### src/rtl/ipv4p_pkg.sv
// ----------------------------------------------------------------------------
// ipv4p_pkg
// Shared types, constants and a helper function of the IPv4 dotted-address
// parser.
// ----------------------------------------------------------------------------
package ipv4p_pkg;

  localparam int unsigned QUEUE_DEPTH = 2;

  typedef enum logic [2:0] {
    CLS_NUL,
    CLS_SPACE,
    CLS_DOT,
    CLS_X,
    CLS_DEC,
    CLS_HEX,
    CLS_OTHER
  } char_class_e;

  typedef struct packed {
    char_class_e cls;
    logic [3:0]  digit;
  } char_tok_t;

  typedef enum logic [4:0] {
    PH_START    = 5'b00001,
    PH_ZERO     = 5'b00010,
    PH_DIGITS   = 5'b00100,
    PH_DONE_OK  = 5'b01000,
    PH_DONE_BAD = 5'b10000
  } parse_phase_e;

  typedef enum logic [1:0] {
    BASE_DEC = 2'd0,
    BASE_OCT = 2'd1,
    BASE_HEX = 2'd2
  } number_base_e;

  localparam logic [31:0] ADDR_INVALID = 32'hffff_ffff;

  // Largest value the final part may take after the given number of stored parts.
  function automatic logic [31:0] last_limit(input logic [1:0] parts);
    logic [31:0] lim;
    unique case (parts)
      2'd0:    lim = 32'hffff_ffff;
      2'd1:    lim = 32'h00ff_ffff;
      2'd2:    lim = 32'h0000_ffff;
      default: lim = 32'h0000_00ff;
    endcase
    return lim;
  endfunction

endpackage

### src/rtl/ipv4p_if.sv
// ----------------------------------------------------------------------------
// ipv4p_if
// Valid/ready channels of the parser: characters in, addresses out.
// ----------------------------------------------------------------------------
interface ipv4p_char_if;
  logic       valid;
  logic       ready;
  logic [7:0] char_code;

  modport source (output valid, output char_code, input ready);
  modport sink   (input valid, input char_code, output ready);
endinterface

interface ipv4p_addr_if;
  logic        valid;
  logic        ready;
  logic [31:0] address;
  logic        valid_res;

  modport source (output valid, output address, output valid_res, input ready);
  modport sink   (input valid, input address, input valid_res, output ready);
endinterface

### src/rtl/ipv4p_front.sv
// ----------------------------------------------------------------------------
// ipv4p_front
// Accepts characters and turns each into a class and a digit value.
// ----------------------------------------------------------------------------
module ipv4p_front
  import ipv4p_pkg::*;
(
  ipv4p_char_if.sink char_i,
  input  logic       q_full_i,
  output logic       push_o,
  output char_tok_t  tok_o
);

  logic [7:0] c;

  assign c            = char_i.char_code;
  assign char_i.ready = !q_full_i;
  assign push_o       = char_i.valid && !q_full_i;

  always_comb begin
    tok_o.digit = 4'd0;
    priority if (c == 8'd0) begin
      tok_o.cls = CLS_NUL;
    end else if (c == 8'd32 || (c >= 8'd9 && c <= 8'd13)) begin
      tok_o.cls = CLS_SPACE;
    end else if (c == 8'h2e) begin
      tok_o.cls = CLS_DOT;
    end else if (c == 8'h78 || c == 8'h58) begin
      tok_o.cls = CLS_X;
    end else if (c >= 8'h30 && c <= 8'h39) begin
      tok_o.cls   = CLS_DEC;
      tok_o.digit = 4'(c - 8'h30);
    end else if (c >= 8'h61 && c <= 8'h66) begin
      tok_o.cls   = CLS_HEX;
      tok_o.digit = 4'(c - 8'h57);
    end else if (c >= 8'h41 && c <= 8'h46) begin
      tok_o.cls   = CLS_HEX;
      tok_o.digit = 4'(c - 8'h37);
    end else begin
      tok_o.cls = CLS_OTHER;
    end
  end

endmodule

### src/rtl/ipv4p_queue.sv
// ----------------------------------------------------------------------------
// ipv4p_queue
// Short flop-based FIFO of classified characters between front and back.
// ----------------------------------------------------------------------------
module ipv4p_queue
  import ipv4p_pkg::*;
#(
  parameter int unsigned Depth = QUEUE_DEPTH
) (
  input  logic      clk_i,
  input  logic      rst_ni,
  input  logic      push_i,
  input  char_tok_t tok_i,
  output logic      full_o,
  input  logic      pop_i,
  output logic      valid_o,
  output char_tok_t tok_o
);

  localparam int unsigned PtrW = (Depth > 1) ? $clog2(Depth) : 1;
  localparam int unsigned CntW = $clog2(Depth + 1);
  localparam logic [PtrW-1:0] LastPtr = PtrW'(Depth - 1);
  localparam logic [CntW-1:0] FullCnt = CntW'(Depth);

  char_tok_t       mem_q [Depth];
  logic [PtrW-1:0] wr_ptr_q, wr_ptr_d, rd_ptr_q, rd_ptr_d;
  logic [CntW-1:0] cnt_q, cnt_d;
  logic            do_push, do_pop;

  assign full_o  = (cnt_q == FullCnt);
  assign valid_o = (cnt_q != '0);
  assign tok_o   = mem_q[rd_ptr_q];
  assign do_push = push_i && !full_o;
  assign do_pop  = pop_i && valid_o;

  always_comb begin
    wr_ptr_d = wr_ptr_q;
    rd_ptr_d = rd_ptr_q;
    cnt_d    = cnt_q;
    if (do_push) begin
      wr_ptr_d = (wr_ptr_q == LastPtr) ? '0 : wr_ptr_q + 1'b1;
    end
    if (do_pop) begin
      rd_ptr_d = (rd_ptr_q == LastPtr) ? '0 : rd_ptr_q + 1'b1;
    end
    if (do_push && !do_pop) begin
      cnt_d = cnt_q + 1'b1;
    end else if (do_pop && !do_push) begin
      cnt_d = cnt_q - 1'b1;
    end
  end

  always_ff @(posedge clk_i or negedge rst_ni) begin
    if (!rst_ni) begin
      wr_ptr_q <= '0;
      rd_ptr_q <= '0;
      cnt_q    <= '0;
    end else begin
      wr_ptr_q <= wr_ptr_d;
      rd_ptr_q <= rd_ptr_d;
      cnt_q    <= cnt_d;
    end
  end

  always_ff @(posedge clk_i) begin
    if (do_push) begin
      mem_q[wr_ptr_q] <= tok_i;
    end
  end

endmodule

### src/rtl/ipv4p_back.sv
// ----------------------------------------------------------------------------
// ipv4p_back
// Parse state machine, part accumulator and registered result output.
// ----------------------------------------------------------------------------
module ipv4p_back
  import ipv4p_pkg::*;
(
  input  logic       clk_i,
  input  logic       rst_ni,
  input  logic       tok_valid_i,
  input  char_tok_t  tok_i,
  output logic       pop_o,
  ipv4p_addr_if.source addr_o
);

  parse_phase_e phase_q, phase_d;
  number_base_e base_q, base_d;
  logic [31:0]  part_q, part_d;
  logic         ovf_q, ovf_d;
  logic         seen_q, seen_d;
  logic [1:0]   parts_q, parts_d;
  logic [23:0]  octets_q, octets_d;

  logic         out_valid_q;
  logic [31:0]  out_addr_q;
  logic         out_ok_q;

  logic [35:0]  prod;
  logic [35:0]  acc_sum;
  logic         final_ok;
  logic [31:0]  final_addr;
  logic         emit, emit_ok;

  assign pop_o = tok_valid_i &&
                 (tok_i.cls != CLS_NUL || !out_valid_q || addr_o.ready);

  always_comb begin
    unique case (base_q)
      BASE_OCT: prod = {part_q, 3'b000, 1'b0} >> 1;
      BASE_HEX: prod = {part_q, 4'b0000};
      default:  prod = {1'b0, part_q, 3'b000} + {3'b000, part_q, 1'b0};
    endcase
    acc_sum = prod + {32'd0, tok_i.digit};
  end

  assign final_ok = seen_q && !ovf_q && (part_q <= last_limit(parts_q));

  always_comb begin
    unique case (parts_q)
      2'd0:    final_addr = part_q;
      2'd1:    final_addr = {octets_q[7:0], 24'd0} | part_q;
      2'd2:    final_addr = {octets_q[15:0], 16'd0} | part_q;
      default: final_addr = {octets_q, 8'd0} | part_q;
    endcase
  end

  always_comb begin
    phase_d  = phase_q;
    base_d   = base_q;
    part_d   = part_q;
    ovf_d    = ovf_q;
    seen_d   = seen_q;
    parts_d  = parts_q;
    octets_d = octets_q;
    emit     = 1'b0;
    emit_ok  = 1'b0;
    if (pop_o) begin
      unique case (phase_q)
        PH_START: begin
          if (tok_i.cls == CLS_NUL) begin
            emit = 1'b1;
          end else if (tok_i.cls == CLS_DEC && tok_i.digit == 4'd0) begin
            base_d  = BASE_OCT;
            part_d  = '0;
            seen_d  = 1'b1;
            phase_d = PH_ZERO;
          end else if (tok_i.cls == CLS_DEC) begin
            base_d  = BASE_DEC;
            part_d  = {28'd0, tok_i.digit};
            seen_d  = 1'b1;
            phase_d = PH_DIGITS;
          end else begin
            phase_d = PH_DONE_BAD;
          end
        end
        PH_ZERO, PH_DIGITS: begin
          unique case (tok_i.cls)
            CLS_X: begin
              if (phase_q == PH_ZERO) begin
                base_d  = BASE_HEX;
                seen_d  = 1'b0;
                phase_d = PH_DIGITS;
              end else begin
                phase_d = PH_DONE_BAD;
              end
            end
            CLS_DEC, CLS_HEX: begin
              if ((tok_i.cls == CLS_DEC && base_q == BASE_OCT && tok_i.digit >= 4'd8) ||
                  (tok_i.cls == CLS_HEX && base_q != BASE_HEX)) begin
                phase_d = PH_DONE_BAD;
              end else begin
                part_d  = acc_sum[31:0];
                ovf_d   = ovf_q || (acc_sum[35:32] != 4'd0);
                seen_d  = 1'b1;
                phase_d = PH_DIGITS;
              end
            end
            CLS_DOT: begin
              if (!seen_q || parts_q == 2'd3 || ovf_q || part_q[31:8] != 24'd0) begin
                phase_d = PH_DONE_BAD;
              end else begin
                octets_d = {octets_q[15:0], part_q[7:0]};
                parts_d  = parts_q + 2'd1;
                phase_d  = PH_START;
                base_d   = BASE_DEC;
                part_d   = '0;
                ovf_d    = 1'b0;
                seen_d   = 1'b0;
              end
            end
            CLS_NUL: begin
              emit    = 1'b1;
              emit_ok = final_ok;
            end
            CLS_SPACE: begin
              phase_d = final_ok ? PH_DONE_OK : PH_DONE_BAD;
            end
            default: begin
              phase_d = PH_DONE_BAD;
            end
          endcase
        end
        PH_DONE_OK: begin
          if (tok_i.cls == CLS_NUL) begin
            emit    = 1'b1;
            emit_ok = 1'b1;
          end
        end
        default: begin
          if (tok_i.cls == CLS_NUL) begin
            emit = 1'b1;
          end
          phase_d = PH_DONE_BAD;
        end
      endcase
      if (emit) begin
        phase_d  = PH_START;
        base_d   = BASE_DEC;
        part_d   = '0;
        ovf_d    = 1'b0;
        seen_d   = 1'b0;
        parts_d  = '0;
        octets_d = '0;
      end
    end
  end

  always_ff @(posedge clk_i or negedge rst_ni) begin
    if (!rst_ni) begin
      phase_q     <= PH_START;
      base_q      <= BASE_DEC;
      part_q      <= '0;
      ovf_q       <= 1'b0;
      seen_q      <= 1'b0;
      parts_q     <= '0;
      octets_q    <= '0;
      out_valid_q <= 1'b0;
    end else begin
      phase_q  <= phase_d;
      base_q   <= base_d;
      part_q   <= part_d;
      ovf_q    <= ovf_d;
      seen_q   <= seen_d;
      parts_q  <= parts_d;
      octets_q <= octets_d;
      if (emit) begin
        out_valid_q <= 1'b1;
      end else if (addr_o.ready) begin
        out_valid_q <= 1'b0;
      end
    end
  end

  always_ff @(posedge clk_i) begin
    if (emit) begin
      out_addr_q <= emit_ok ? final_addr : ADDR_INVALID;
      out_ok_q   <= emit_ok;
    end
  end

  assign addr_o.valid     = out_valid_q;
  assign addr_o.address   = out_addr_q;
  assign addr_o.valid_res = out_ok_q;

endmodule

### src/rtl/ipv4_dotted_address_parser.sv
// ----------------------------------------------------------------------------
// ipv4_dotted_address_parser
// Parses a dotted IPv4 address string, one character per item, and delivers
// one address item at the terminating NUL character.
//
//   Channel   Dir  Payload                      Item
//   in_i      in   char_code[7:0]               one character
//   out_o     out  address[31:0], valid_res     one parsed address
//
// One character is taken per cycle while the queue is not full; the parse state
// machine in the back end updates its accumulator with a single shift-add, so
// the rate is one item per cycle unless the input stalls. With no result waiting
// and nothing queued ahead, a NUL passes the queue, then its result is registered.
// Reset returns the parser to the start of a new string and empties the queue.
// While a result waits at the output, characters still pass to the back end;
// a NUL that reaches the head of the queue holds there, the queue fills
// behind it and the input stalls until the waiting result is taken.
// ----------------------------------------------------------------------------
module ipv4_dotted_address_parser
  import ipv4p_pkg::*;
#(
  parameter int unsigned QueueDepth = QUEUE_DEPTH
) (
  input  logic         clk_i,
  input  logic         rst_ni,
  ipv4p_char_if.sink   in_i,
  ipv4p_addr_if.source out_o
);

  logic      push, full, q_valid, pop;
  char_tok_t front_tok, back_tok;

  ipv4p_front u_front (
    .char_i   (in_i),
    .q_full_i (full),
    .push_o   (push),
    .tok_o    (front_tok)
  );

  ipv4p_queue #(
    .Depth (QueueDepth)
  ) u_queue (
    .clk_i   (clk_i),
    .rst_ni  (rst_ni),
    .push_i  (push),
    .tok_i   (front_tok),
    .full_o  (full),
    .pop_i   (pop),
    .valid_o (q_valid),
    .tok_o   (back_tok)
  );

  ipv4p_back u_back (
    .clk_i       (clk_i),
    .rst_ni      (rst_ni),
    .tok_valid_i (q_valid),
    .tok_i       (back_tok),
    .pop_o       (pop),
    .addr_o      (out_o)
  );

endmodule

### src/flat_wrapper.sv
// flat-port wrapper written by rule: the top's interface ports become plain ports
module ipv4_dotted_address_parser_flat import ipv4p_pkg::*;
#(
  parameter int unsigned QueueDepth = QUEUE_DEPTH
)
  (clk_i, rst_ni, in_i_valid, in_i_char_code, in_i_ready, out_o_valid, out_o_address, out_o_valid_res, out_o_ready);
  ipv4p_char_if in_i_i ();
  ipv4p_addr_if out_o_i ();
  input  logic clk_i;
  input  logic rst_ni;
  input wire logic [$bits(in_i_i.valid)-1:0] in_i_valid;
  input wire logic [$bits(in_i_i.char_code)-1:0] in_i_char_code;
  output wire logic [$bits(in_i_i.ready)-1:0] in_i_ready;
  output wire logic [$bits(out_o_i.valid)-1:0] out_o_valid;
  output wire logic [$bits(out_o_i.address)-1:0] out_o_address;
  output wire logic [$bits(out_o_i.valid_res)-1:0] out_o_valid_res;
  input wire logic [$bits(out_o_i.ready)-1:0] out_o_ready;
  assign in_i_i.valid = in_i_valid;
  assign in_i_i.char_code = in_i_char_code;
  assign in_i_ready = in_i_i.ready;
  assign out_o_valid = out_o_i.valid;
  assign out_o_address = out_o_i.address;
  assign out_o_valid_res = out_o_i.valid_res;
  assign out_o_i.ready = out_o_ready;
  ipv4_dotted_address_parser #(.QueueDepth(QueueDepth)) u_core (.clk_i(clk_i), .rst_ni(rst_ni), .in_i(in_i_i), .out_o(out_o_i));
endmodule
### config.mk
export PLATFORM = sky130hd
export DESIGN_NAME = ipv4_dotted_address_parser_flat
export DESIGN_NICKNAME = d
export VERILOG_FILES = /design/src/rtl/ipv4p_pkg.sv /design/src/rtl/ipv4p_if.sv /design/src/rtl/ipv4p_front.sv /design/src/rtl/ipv4p_queue.sv /design/src/rtl/ipv4p_back.sv /design/src/rtl/ipv4_dotted_address_parser.sv /design/src/flat_wrapper.sv
export SDC_FILE = /design/constraint.sdc
export NUM_CORES = 1
export LEC_CHECK = 0
export BUFFER_PORTS_ARGS = -buffer_cell sky130_fd_sc_hd__buf_2
export CAP_MARGIN = 20
export CELL_PAD_IN_SITES_DETAIL_PLACEMENT = 2
export CELL_PAD_IN_SITES_GLOBAL_PLACEMENT = 2
export CORE_ASPECT_RATIO = 1.25
export CORE_MARGIN = 2
export CORE_UTILIZATION = 43
export DETAILED_ROUTE_END_ITERATION = 7
export HOLD_SLACK_MARGIN = 0.1
export MAX_ROUTING_LAYER = met4
export PLACE_DENSITY_LB_ADDON = 0.1
export SLEW_MARGIN = 10
export SYNTH_ARGS = -nofsm -noshare
export SYNTH_HDL_FRONTEND = slang
export SYNTH_HIERARCHICAL = 1
export SYNTH_SLANG_ARGS = --single-unit
### constraint.sdc
create_clock -name clk_i -period 7.35 [get_ports clk_i]
set_input_delay 0.735 -clock clk_i [delete_from_list [all_inputs] [get_ports clk_i]]
set_output_delay 0.735 -clock clk_i [all_outputs]
set_load 0.01 [all_outputs]
==> out/metrics.yaml <==
outcome:
  outcome: "completed"
floorplan:
  core-area_um2: 22400
  start_util: 0.441
  die_w_um: 139
  die-area_um2: 24200
  rows: 61
  pin_count: 47
  die_h_um: 173
yosys:
  syn_area_um2: 9860
  mappedNetlistNets: 1212
  ys_seq_area_frac: 0.326
  yosys_warnings: 6
  ys_types: 97
  synthFlopType: "dfrtp_1"
  synth_edf_count: 47
  synthArstFlopShare: 0.605
  netlist_instances: 1127
  synth.avg_cell_area_um2: 8.75
  ys_ff_latch: 119
worst_setup_path:
  cp_max_fo: 33
  critical_path_required_ns: 7.46
  worstSetupPathType: "flop to flop"
  cp_data_arrival_time_ns: 4.83
  critPathLaunchType: "flop"
  crit_path_start: "u_core/u_back/parts_q[0]$_DFFE_PN0P_"
  end_kind: "flop"
  r2r_start: "u_core/u_back/parts_q[0]$_DFFE_PN0P_"
route:
  drt_iter0_drc: 473
  avgViaCountPerCell: 6.54
  first_pass_iters: 6
  wl_per_cell_um: 25.1
  drc: 0
  wl_mm: 35.8
  ant_nets: 0
  dr_total_vias: 9315
final_layout:
  fin_cells: 1425
  syn2layout_area_growth_pct: 9.27
  final_cell_mix: "nand2_1 (142), o21ai_0 (98), nor2_1 (72), dfrtp_1 (71), ha_1 (70)"
  fin_nets: 1214
  layout_commonest_cell: "nand2_1"
  n_fill_cell: 2476
  drive_gt1_frac: 0.111
  utilization: 0.482
  diodes: 0
clock_tree:
  cts_tree: "done"
  root_buffer: "clkbuf_16"
  htreeDepth: 4
  clock-sinks: 119
  cts_setup_buffers: 0
  clock_latency_ns: 0.43
  clk_pin_slew_ns: 0.06
  cts_buffer_depth: 2
  holdBufCountCts: 0
  cts_resized: 0
  cts_buffers: 17
timing:
  fin_crit_sh: 0.642
  tightest_slew_ns: 1.03
  layout_min_cycle_time_ns: 4.72
  setup_violations: 0
  finalSetupTns_ns: 0
  slew_violations: 0
  finClkSkew_ns: 0.0151
  max_freq_ghz: 0.212
  slew_headroom: 0.311
  hold_viol: 0
  rsz0062_at_grt: "false"
global_route:
  grt_pass1_wl_mm: 57.7
  grt_busiest_layer: "met2"
  gr-total-overflow: 0
  grt_pass1_vias: 10100
  use_met2: 0.552
  grtUsageTotal: 0.308
  grt_use_met3: 0.0356
  grt_util_met1: 0.358
  grt_max_degree: 79
  antenna_found_initial: 0
placed_design:
  gp_congestion: 0.846
  hpwl_mm: 25.3
  dp_cells: 1392
  portBuffers: 46
pwr:
  p_per_area_nw_per_um2: 251
  total_leakage_power_nw: 4.36
  total_power_mw: 2.71
  ir_worst_vdd_mv: 0.234
run:
  cap_viol_max_count: 0
hold_path:
  hp-class: "input pin to async pin"
==> synthesized netlist by cell type (10+ instances only) <==
cell type,n,share of area
dfrtp_1,71,0.18
nand4_1,21,0.013
clkbuf_1,48,0.018
nand2b_1,16,0.010
buf_2,18,0.0091
o211ai_1,15,0.011
o31ai_1,14,0.011
a21o_1,28,0.021
inv_1,22,0.0084
a221oi_1,20,0.018
o21ai_0,99,0.050
nand2_1,142,0.054
a211oi_1,17,0.013
nor3_1,15,0.0076
a22o_1,19,0.017
nor3b_1,14,0.011
a221o_1,11,0.011
edfxtp_1,47,0.14
nand3_1,16,0.0081
a22oi_1,13,0.0099
nor2_1,72,0.027
ha_1,71,0.090
nor2b_1,13,0.0082
a21oi_1,63,0.032
o21ai_1,10,0.0051
xnor2_1,25,0.022
xor2_1,22,0.020
==> area by class of cell <==
cell class                 count  area, um^2  area share
clock buffer                  26         479      0.0445
clock inverter                 6        51.3     0.00476
inverter                      22        82.6     0.00766
multi-input combinational    912        6280       0.583
sequential                   119        3210       0.298
tap                          283         354      0.0328
timing repair buffer          57         313      0.0290
==> critical path: stages (launching register included) <==
cell and delay, ns:
dfrtp_1 0.46, ha_1 0.83, o21bai_1 0.41, ha_1 0.36
and4_1 0.22, a21oi_1 0.17, nand2_1 0.07, a221oi_1 0.32
nand2_1 0.11, o311ai_1 0.39, nand4b_1 0.20, a21oi_2 0.21
buf_4 0.37, o21ai_0 0.26
==> per-layer routing <==
| layer | up-vias | share of wire |
|---|---|---|
| met4 | 0 | 0.028 |
| met2 | 191 | 0.53 |
| met5 | - | 0 |
| met3 | 66 | 0.027 |
| li1 | 4252 | - |
| met1 | 4806 | 0.41 |
==> registers in the layout, summed over array words and instances (netlist names) <==
| name | cells |
|---|---|
| u_core/u_back/ovf_q | 1 |
| u_core/u_back/addr_o.valid_res | 1 |
| u_core/u_back/addr_o.address | 32 |
| u_core/u_back/seen_q | 1 |
| u_core/u_queue/mem_q | 14 |
| u_core/u_back/phase_q | 5 |
| u_core/u_queue/rd_ptr_q | 1 |
| u_core/u_back/base_q | 2 |
| u_core/u_back/part_q | 32 |
| u_core/u_back/parts_q | 2 |
| u_core/u_queue/wr_ptr_q | 1 |
| u_core/u_back/addr_o.valid | 1 |
| u_core/u_queue/cnt_q | 2 |
| u_core/u_back/octets_q | 24 |
==> logic make-up (layout without fill, tap and decap cells) <==
logic type,count (synthesis),in the layout,share of synthesized area
and+or+nand+nor,390,390,0.210
AOI/OAI and AO/OA,386,386,0.270
DFF,119,119,0.326
buffers and inverters,96,111,0.0393
adders and majority gates,73,73,0.0941
xor gates and xnor gates,47,47,0.0417
muxes,16,16,0.0183
==> final timing paths <==
kind	end	slack, ns	cells past startpoint
worst max-delay path	u_core/u_back/addr_o.address[15]$_SDFFCE_PN1P_	2.63	13
worst min-delay path	u_core/u_queue/cnt_q[1]$_DFFE_PN0P_	0.47	1
worst max register to register	u_core/u_back/addr_o.address[15]$_SDFFCE_PN1P_	2.63	13
worst min register to register	u_core/u_queue/cnt_q[1]$_DFFE_PN0P_	0.50	1
max in group asynchronous	u_core/u_back/part_q[22]$_DFFE_PN0P_	6.18	1
min in group clk_i	u_core/u_queue/cnt_q[1]$_DFFE_PN0P_	0.50	1
==> metrics by stage <==
step           setup slack, ns  cell area (um^2)  hold slack, ns
3_3_place_gp              3.16             10200           0.465
4_1_cts                   2.67             10800           0.507
3_5_place_dp              2.90             10200           0.475
5_1_grt                   2.31             10800           0.538
6_report                  2.63             10800           0.466
2_1_floorplan             2.91              9860           0.439
==> where the power goes <==
| part | total [mW] | switching, mW | leakage, nW | internal (mW) |
|---|---|---|---|---|
| clock network | 0.776 | 0.298 | 0.259 | 0.478 |
| logic | 1.05 | 0.696 | 2.79 | 0.352 |
| registers | 0.885 | 0.110 | 1.31 | 0.775 |
| total | 2.71 | 1.10 | 4.36 | 1.60 |
No activity file was read; power rests on OpenSTA's default activity.
